--- config.mk ---
export PLATFORM = sky130hd
export DESIGN_NAME = button_long_press_triple_click_unit
export DESIGN_NICKNAME = d
export VERILOG_FILES = /design/src/rtl/core/blpt_pkg.sv /design/src/rtl/core/blpt_detect.sv /design/src/rtl/core/button_long_press_triple_click_unit.sv
export SDC_FILE = /design/constraint.sdc
export NUM_CORES = 1
export LEC_CHECK = 0
export BUFFER_PORTS_ARGS = -buffer_cell sky130_fd_sc_hd__buf_2
export CORE_ASPECT_RATIO = 1.4
export CORE_MARGIN = 1.5
export CORE_UTILIZATION = 30
export CTS_CLUSTER_DIAMETER = 100
export DETAILED_ROUTE_END_ITERATION = 10
export MAX_ROUTING_LAYER = met4
export SYNTH_ARGS = -nofsm -noshare
export SYNTH_HDL_FRONTEND = slang
export SYNTH_SLANG_ARGS = --single-unit
export TNS_END_PERCENT = 100
--- constraint.sdc ---
create_clock -name clock -period 12 [get_ports clock]
set_input_delay 0.6 -clock clock [delete_from_list [all_inputs] [get_ports clock]]
set_output_delay 0.6 -clock clock [all_outputs]
set_load 0.005 [all_outputs]
--- src/rtl/core/blpt_pkg.sv ---
// ----------------------------------------------------------------------------
// blpt_pkg
// shared types and constants of the button long-press and multi-click unit
// ----------------------------------------------------------------------------
package blpt_pkg;

   // field widths
   localparam int unsigned PIN_W   = 5;
   localparam int unsigned WORD_W  = 32;
   localparam int unsigned TIME_W  = 63;
   localparam int unsigned COUNT_W = 4;
   localparam int unsigned CSR_IDX_W = 2;

   // default pin count of the gpio words
   localparam int unsigned PIN_COUNT_DEF = 32;

   // register reset values
   localparam logic [PIN_W-1:0]   WATCHED_PIN_RST     = '0;
   localparam logic [WORD_W-1:0]  LONG_PRESS_US_RST   = 32'd5000000;
   localparam logic [WORD_W-1:0]  CLICK_WINDOW_US_RST = 32'd3000000;
   localparam logic [COUNT_W-1:0] CLICKS_NEEDED_RST   = 4'd3;

   // saturation value of the click count
   localparam logic [COUNT_W-1:0] COUNT_MAX = '1;

   // register indexes
   localparam logic [CSR_IDX_W-1:0] CSR_WATCHED_PIN     = 2'd0;
   localparam logic [CSR_IDX_W-1:0] CSR_LONG_PRESS_US   = 2'd1;
   localparam logic [CSR_IDX_W-1:0] CSR_CLICK_WINDOW_US = 2'd2;
   localparam logic [CSR_IDX_W-1:0] CSR_CLICKS_NEEDED   = 2'd3;

   // one interrupt event
   typedef struct packed {
      logic [WORD_W-1:0] pending_mask;
      logic [WORD_W-1:0] level_word;
      logic [TIME_W-1:0] timestamp_us;
   } req_type;

   // one result
   typedef struct packed {
      logic [WORD_W-1:0] clear_mask;
      logic              long_press;
      logic              multi_click;
   } rsp_type;

   // configuration register set
   typedef struct packed {
      logic [PIN_W-1:0]   watched_pin;
      logic [WORD_W-1:0]  long_press_us;
      logic [WORD_W-1:0]  click_window_us;
      logic [COUNT_W-1:0] clicks_needed;
   } cfg_type;

endpackage

--- src/rtl/core/blpt_detect.sv ---
// ----------------------------------------------------------------------------
// blpt_detect
// press state and single-pass evaluation of one interrupt event
// ----------------------------------------------------------------------------
module blpt_detect import blpt_pkg::*; #(
   parameter int unsigned PIN_COUNT = PIN_COUNT_DEF
) (
   input  logic    clock,
   input  logic    reset,
   input  logic    fire,
   input  req_type item,
   input  cfg_type cfg,
   output rsp_type result
);

   localparam int unsigned DIFF_W = TIME_W + 1;

   logic               prev_level_ff, prev_level_in;
   logic [TIME_W-1:0]  press_start_ff, press_start_in;
   logic [TIME_W-1:0]  last_release_ff, last_release_in;
   logic [COUNT_W-1:0] count_ff, count_in;

   logic               pin_ok;
   logic               hit;
   logic               level;
   logic signed [DIFF_W-1:0] held;
   logic signed [DIFF_W-1:0] gap;
   logic               is_long;
   logic               in_window;
   logic [COUNT_W-1:0] count_step;

   // pin selection and signed time differences
   assign pin_ok = {1'b0, cfg.watched_pin} < (PIN_W+1)'(PIN_COUNT);
   assign hit    = pin_ok && item.pending_mask[cfg.watched_pin];
   assign level  = item.level_word[cfg.watched_pin];
   assign held   = $signed({1'b0, item.timestamp_us}) - $signed({1'b0, press_start_ff});
   assign gap    = $signed({1'b0, item.timestamp_us}) - $signed({1'b0, last_release_ff});

   // long press when held is non-negative and reaches the threshold
   assign is_long   = !held[DIFF_W-1] &&
                      (held[DIFF_W-2:0] >= (DIFF_W-1)'(cfg.long_press_us));
   // a negative gap counts as inside the window
   assign in_window = gap[DIFF_W-1] ||
                      (gap[DIFF_W-2:0] <= (DIFF_W-1)'(cfg.click_window_us));

   // saturating click count step
   always_comb begin
      if (!in_window) begin
         count_step = COUNT_W'(1);
      end else if (count_ff == COUNT_MAX) begin
         count_step = COUNT_MAX;
      end else begin
         count_step = count_ff + COUNT_W'(1);
      end
   end

   // edge handling and result
   always_comb begin
      prev_level_in      = prev_level_ff;
      press_start_in     = press_start_ff;
      last_release_in    = last_release_ff;
      count_in           = count_ff;
      result.clear_mask  = '0;
      result.long_press  = 1'b0;
      result.multi_click = 1'b0;
      if (hit) begin
         result.clear_mask = WORD_W'(1) << cfg.watched_pin;
         prev_level_in     = level;
         if (!level && prev_level_ff) begin
            press_start_in = item.timestamp_us;
         end else if (level && !prev_level_ff) begin
            if (is_long) begin
               result.long_press = 1'b1;
               count_in          = '0;
            end else begin
               last_release_in = item.timestamp_us;
               if (count_step >= cfg.clicks_needed) begin
                  result.multi_click = 1'b1;
                  count_in           = '0;
               end else begin
                  count_in = count_step;
               end
            end
         end
      end
   end

   // state registers, updated once per evaluated beat
   always_ff @(posedge clock) begin
      if (reset) begin
         prev_level_ff   <= 1'b1;
         press_start_ff  <= '0;
         last_release_ff <= '0;
         count_ff        <= '0;
      end else if (fire) begin
         prev_level_ff   <= prev_level_in;
         press_start_ff  <= press_start_in;
         last_release_ff <= last_release_in;
         count_ff        <= count_in;
      end
   end

endmodule

--- src/rtl/core/button_long_press_triple_click_unit.sv ---
// ----------------------------------------------------------------------------
// button_long_press_triple_click_unit
// long-press and multi-click detection on gpio interrupt events
// ----------------------------------------------------------------------------
// Every request beat is one gpio interrupt event and gives exactly one
// response beat. The unit takes one beat per cycle while the request side
// does not stall. A request is captured in the input register when it is
// taken and is evaluated into the result register when that register is
// empty or its response is being taken. While a response is stalled and
// the input register is full, the request side stalls; the request side
// also stalls during reset. The press state is read and rewritten in the
// evaluation stage on each evaluated beat, so back-to-back events see each
// other's updates. Write the control registers only while no beat is in
// flight.
module button_long_press_triple_click_unit import blpt_pkg::*; #(
   parameter int unsigned PIN_COUNT = PIN_COUNT_DEF
) (
   input  logic                 clock,
   input  logic                 reset,
   input  logic                 req_valid,
   output logic                 req_stall,
   input  req_type              req_data,
   output logic                 rsp_valid,
   input  logic                 rsp_stall,
   output rsp_type              rsp_data,
   input  logic                 csr_write,
   input  logic [CSR_IDX_W-1:0] csr_index,
   input  logic [WORD_W-1:0]    csr_wdata
);

   cfg_type cfg_ff, cfg_in;
   logic    in_vld_ff, in_vld_in;
   req_type in_data_ff;
   logic    out_vld_ff, out_vld_in;
   rsp_type out_data_ff;
   rsp_type result;
   logic    advance;
   logic    take;
   logic    fire;

   // handshake
   assign advance   = !out_vld_ff || !rsp_stall;
   assign req_stall = reset || (in_vld_ff && !advance);
   assign take      = req_valid && !req_stall;
   assign fire      = in_vld_ff && advance;
   assign in_vld_in  = take ? 1'b1 : (advance ? 1'b0 : in_vld_ff);
   assign out_vld_in = advance ? in_vld_ff : out_vld_ff;

   // register write decode
   always_comb begin
      cfg_in = cfg_ff;
      if (csr_write) begin
         unique case (csr_index)
            CSR_WATCHED_PIN:     cfg_in.watched_pin     = csr_wdata[PIN_W-1:0];
            CSR_LONG_PRESS_US:   cfg_in.long_press_us   = csr_wdata;
            CSR_CLICK_WINDOW_US: cfg_in.click_window_us = csr_wdata;
            CSR_CLICKS_NEEDED:   cfg_in.clicks_needed   = csr_wdata[COUNT_W-1:0];
            default:             cfg_in = cfg_ff;
         endcase
      end
   end

   // control registers and valid flags
   always_ff @(posedge clock) begin
      if (reset) begin
         cfg_ff.watched_pin     <= WATCHED_PIN_RST;
         cfg_ff.long_press_us   <= LONG_PRESS_US_RST;
         cfg_ff.click_window_us <= CLICK_WINDOW_US_RST;
         cfg_ff.clicks_needed   <= CLICKS_NEEDED_RST;
         in_vld_ff              <= 1'b0;
         out_vld_ff             <= 1'b0;
      end else begin
         cfg_ff     <= cfg_in;
         in_vld_ff  <= in_vld_in;
         out_vld_ff <= out_vld_in;
      end
   end

   // payload registers
   always_ff @(posedge clock) begin
      if (take) begin
         in_data_ff <= req_data;
      end
      if (fire) begin
         out_data_ff <= result;
      end
   end

   // evaluation stage
   blpt_detect #(
      .PIN_COUNT (PIN_COUNT)
   ) u_detect (
      .clock  (clock),
      .reset  (reset),
      .fire   (fire),
      .item   (in_data_ff),
      .cfg    (cfg_ff),
      .result (result)
   );

   assign rsp_valid = out_vld_ff;
   assign rsp_data  = out_data_ff;

endmodule
==> results.md <==
Clock tree:
- Counting along the longest clock path gives a buffer depth of 3.
- Clock latency on the worst-skew pair, taken at its later pin, is 0.62 ns.
- In this run, post-CTS hold repair placed 0 buffers.
- CTS built an H-tree with a depth of 2.
- After clock tree synthesis, the setup repair step added 0 buffers.
- In this run the clock root is driven by a clkbuf_16.
- The TritonCTS buffer count is 43.
- Clock-pin slew was measured on the worst setup and hold paths at 0.07 ns.
- The clock tree from TritonCTS is yes.
- The number of gates resized after cts is 0.
- Counting every sink on the clock net gives 367.

Critical path:
- The count of cells along the worst register-to-register path is 30.
- The critical path class is flop to flop.
- The critical register-to-register path startpoint is in_data_ff[4]$_DFFE_PP_.
- The end of the worst register-to-register path is u_detect.count_ff[2]$_SDFFE_PP0P_.
- The category of the worst setup path capture point is a flop.
- The highest-delay cell along the critical path is o41a_1.
- The launch point of the worst path is in_data_ff[4]$_DFFE_PP_.
- The category of the worst setup path launch point is a flop.
- The data required time at the worst endpoint is 12.54 ns.
- Of all nets on the critical path, the largest fanout is 8.
- For flop-to-flop paths, the worst setup slack is 4.07 ns.
- The critical path's largest stage delay is 0.65 ns.
- At the worst endpoint, the arrival time is 8.48 ns.

Logic synthesis:
- In this run, distinct cell masters in the synthesized netlist total 84.
- Averaged over all synthesized cells, the footprint is 8.770 um^2.
- After synthesis, the largest area contributor takes up 20.83% of total cell area.
- The fraction of registers with async set/reset is 0%.
- The Yosys step of the flow raised 0 warnings.
- The mapped cell area is 23200 um^2.
- Sorting the synthesized cells by area gives the leading types as edfxtp_1 21%, dfxtp_1 18%, ha_1 11%.
- Synthesis produced a netlist whose cell count is 2646.
- The synthesized netlist net count is 3009.
- The synthesis-stage register bit count is 367.
- The synthesized design contains 161 enable-type register cells.
- The share of the Yosys chip area taken by registers is 38.61%.
- The cell type with the highest aggregate area in the netlist is edfxtp_1.
- For this run, the leading register cell type out of synthesis is dfxtp_1.

Detailed routing:
- The final layout contains routed wiring with a total length of 77.60 mm.
- Summing over every cut layer, the via total after detailed routing is 19802.
- The number of violations reported at the end of detailed-routing iteration 0 is 1308.
- Wire segments on met3 add up to 2.790 mm in the final route.
- The top routing layer in use is met4.
- The number of vias per cell after detailed routing is 5.206.
- The wire length on met1 is 28.42 mm.
- The remaining routing DRC violations is 0.
- The sum of met2 wire segment lengths after detailed routing is 41.59 mm.
- The number of antenna-violating nets in the routed design is 0.
- In the final routed layout, each cell accounts on average for 20.40 um.
- The detailed-routing iteration count for the pre-antenna-repair pass is 9.

Floorplan:
- The number of placement rows is 120.
- The initial utilization of the core area, before any placement, comes to 30.30%.
- The I/O pin count is 202.
- The die covers 79050 um^2.
- The chip height is 332.1 um.
- The area of the core region is 76570 um^2.
- The horizontal extent of the die is 238.1 um.

Min path:
- The path with the worst hold slack has its endpoint at in_data_ff[86]$_DFFE_PP_.
- The type of the tightest min-delay check is primary input to flop.
- The startpoint identified for the worst hold timing path is req_data[86].
- Along the worst hold path, the cell count comes to 1.

Power and ir drop:
- The power density of the placed cells is 120.8 nW/um^2.
- The worst supply voltage drop on vdd is 121.7 uV.
- In this run the static leakage power is 10.64 nW.

Placement:
- The detailed-placement wirelength estimate is 61.87 mm.
- The number of buffer cells added on primary ports is 201.
- The final RePlAce weighted congestion is 0.9669.
- Once placement finished, the instance area stood at 25100 um^2.

STA:
- The final number of max-transition violations is 0.
- The final critical delay including setup and external delays is 7.934 ns.
- After routing, the total negative slack on setup checks comes to 0 ns.
- The final count of negative-setup-slack endpoints is 0.
- At the pin with the least slew margin, the transition time is 1.080 ns.
- Setup repair after global routing left no endpoint under its margin.
- The worst-case headroom to the max-slew limit is 27.76%.
- In the finished design, the share of the clock period the worst path needs comes to 66.12%.
- Based on the critical path, the design can be clocked at up to 126.0 MHz.
- Across the routed clock network, the largest skew measured is 0.04443 ns.
- The hold violation total from the final report came to 0.

Cells and area:
- The filler cells instantiated in the layout total 8003.
- The area growth from synthesis to layout is 14.35%.
- The top cell types in the final layout, fill and taps aside, are 304 x nor2_1, 292 x nand2_1, 267 x a21oi_1.
- The layout cell share with drive strength beyond 1 is 11.62%.
- After routing the design area is 26540 um^2.
- The most common cell after layout, fill and taps aside is nor2_1.
- The number of nets in the layout is 3153.

GRT:
- The via count of the first global-routing pass is 19561.
- Entering global routing, the biggest net connects 131 pins.
- The number of antenna violations at the first check in global routing is 7.
- The leftover overflow at the end of global routing is 0.
- The global-route wire length before repair is 116.3 mm.
- The combined global-route utilization of all metal layers is 19.86%.

Run status:
- The run finished with clean final reports.

Flow run:
- The max-capacitance violation count is 0.
==> cell usage after synthesis (all sizes together), types with 10 or more instances <==
master and instances:
a21oi 268, mux2i 133, nor2b 11, a31oi 13, o21ai 132, edfxtp 161
and3 14, a211oi 12, or3 11, nand4 68, nand2 293, inv 218
nor3 29, o31ai 16, o21a 25, a211o 15, a21o 51, ha 195
o21bai 10, nand3 34, o211ai 22, dfxtp 206, nor2 306, clkbuf 91
nor4 13, nand2b 14, buf 23, xnor2 49, xor2 49, mux4 20
nand3b 14
==> state kept, by name (all words and copies together), names as in the netlist <==
register and count:
rsp_valid 1, in_data_ff 127, u_detect.prev_level_ff 1, u_detect.count_ff 4, u_detect.last_release_ff 63, in_vld_ff 1, cfg_ff 73, u_detect.press_start_ff 63
rsp_data 34
==> how the worst max path moves through the flow <==
stage	cells past startpoint	slack [ns]	to
4_1_cts	30	4.05	u_detect.count_ff[2]$_SDFFE_PP0P_
3_3_place_gp	30	4.39	u_detect.count_ff[2]$_SDFFE_PP0P_
3_5_place_dp	30	4.12	u_detect.count_ff[2]$_SDFFE_PP0P_
6_report	30	4.07	u_detect.count_ff[2]$_SDFFE_PP0P_
5_1_grt	30	3.44	u_detect.count_ff[2]$_SDFFE_PP0P_
2_1_floorplan	3	5.15	in_data_ff[0]$_DFFE_PP_
==> critical path: cells and delay by family (launching register included) <==
kind | cells | cell delay (ns)
fa+ha+maj | 3 | 0.96
xor+xnor | 1 | 0.12
simple gates | 12 | 2.70
flops | 1 | 0.45
compound gates | 14 | 3.66
==> final cells by class <==
| class | count | area [um^2] | share of cell area (%) |
|---|---|---|---|
| diodes | 5 | 12.51 | 0.04715 |
| clock buffers | 57 | 1179 | 4.442 |
| clock inverters | 21 | 245.2 | 0.9242 |
| inverters | 218 | 818.3 | 3.084 |
| multi-input cells | 1947 | 13000 | 48.99 |
| flip-flops and latches | 367 | 8959 | 33.76 |
| well taps | 976 | 1221 | 4.602 |
| repair buffers | 213 | 1102 | 4.154 |
==> logic make-up after synthesis <==
logic type	Yosys count	share of synthesized area [%]
xor gates and xnor gates	98	3.699
and+or+nand+nor	851	16.56
DFF	367	38.61
AOI/OAI and AO/OA	647	17.23
muxes	154	7.727
buffers and inverters	332	5.489
adders and majority gates	197	10.69
==> per-stage QoR <==
stage	instances	power (mW)	setup slack (ns)	hold WS [ns]	utilization (%)
4_1_cts	3799	3.251	4.053	0.1180	34.64
2_1_floorplan	2646	1.731	5.150	0.4354	-
5_1_grt	3804	3.350	3.438	0.1236	34.65
3_5_place_dp	3721	1.913	4.115	0.4467	32.78
3_3_place_gp	3721	1.913	4.392	0.4429	32.78
6_report	3804	3.207	4.066	0.1515	34.65
==> metal layers <==
layer  track usage, %  vias up
met5                -        -
li1                 -     9754
met3            2.344      165
met1            19.95     9370
met4            11.12        0
met2            36.89      513
==> power by group <==
| part | internal, mW | switching [mW] | total [mW] |
|---|---|---|---|
| Combinational | 0.192 | 0.322 | 0.514 |
| Clock | 0.748 | 0.569 | 1.32 |
| Sequential | 1.35 | 0.0271 | 1.38 |
No activity file was read; power rests on OpenSTA's default activity.
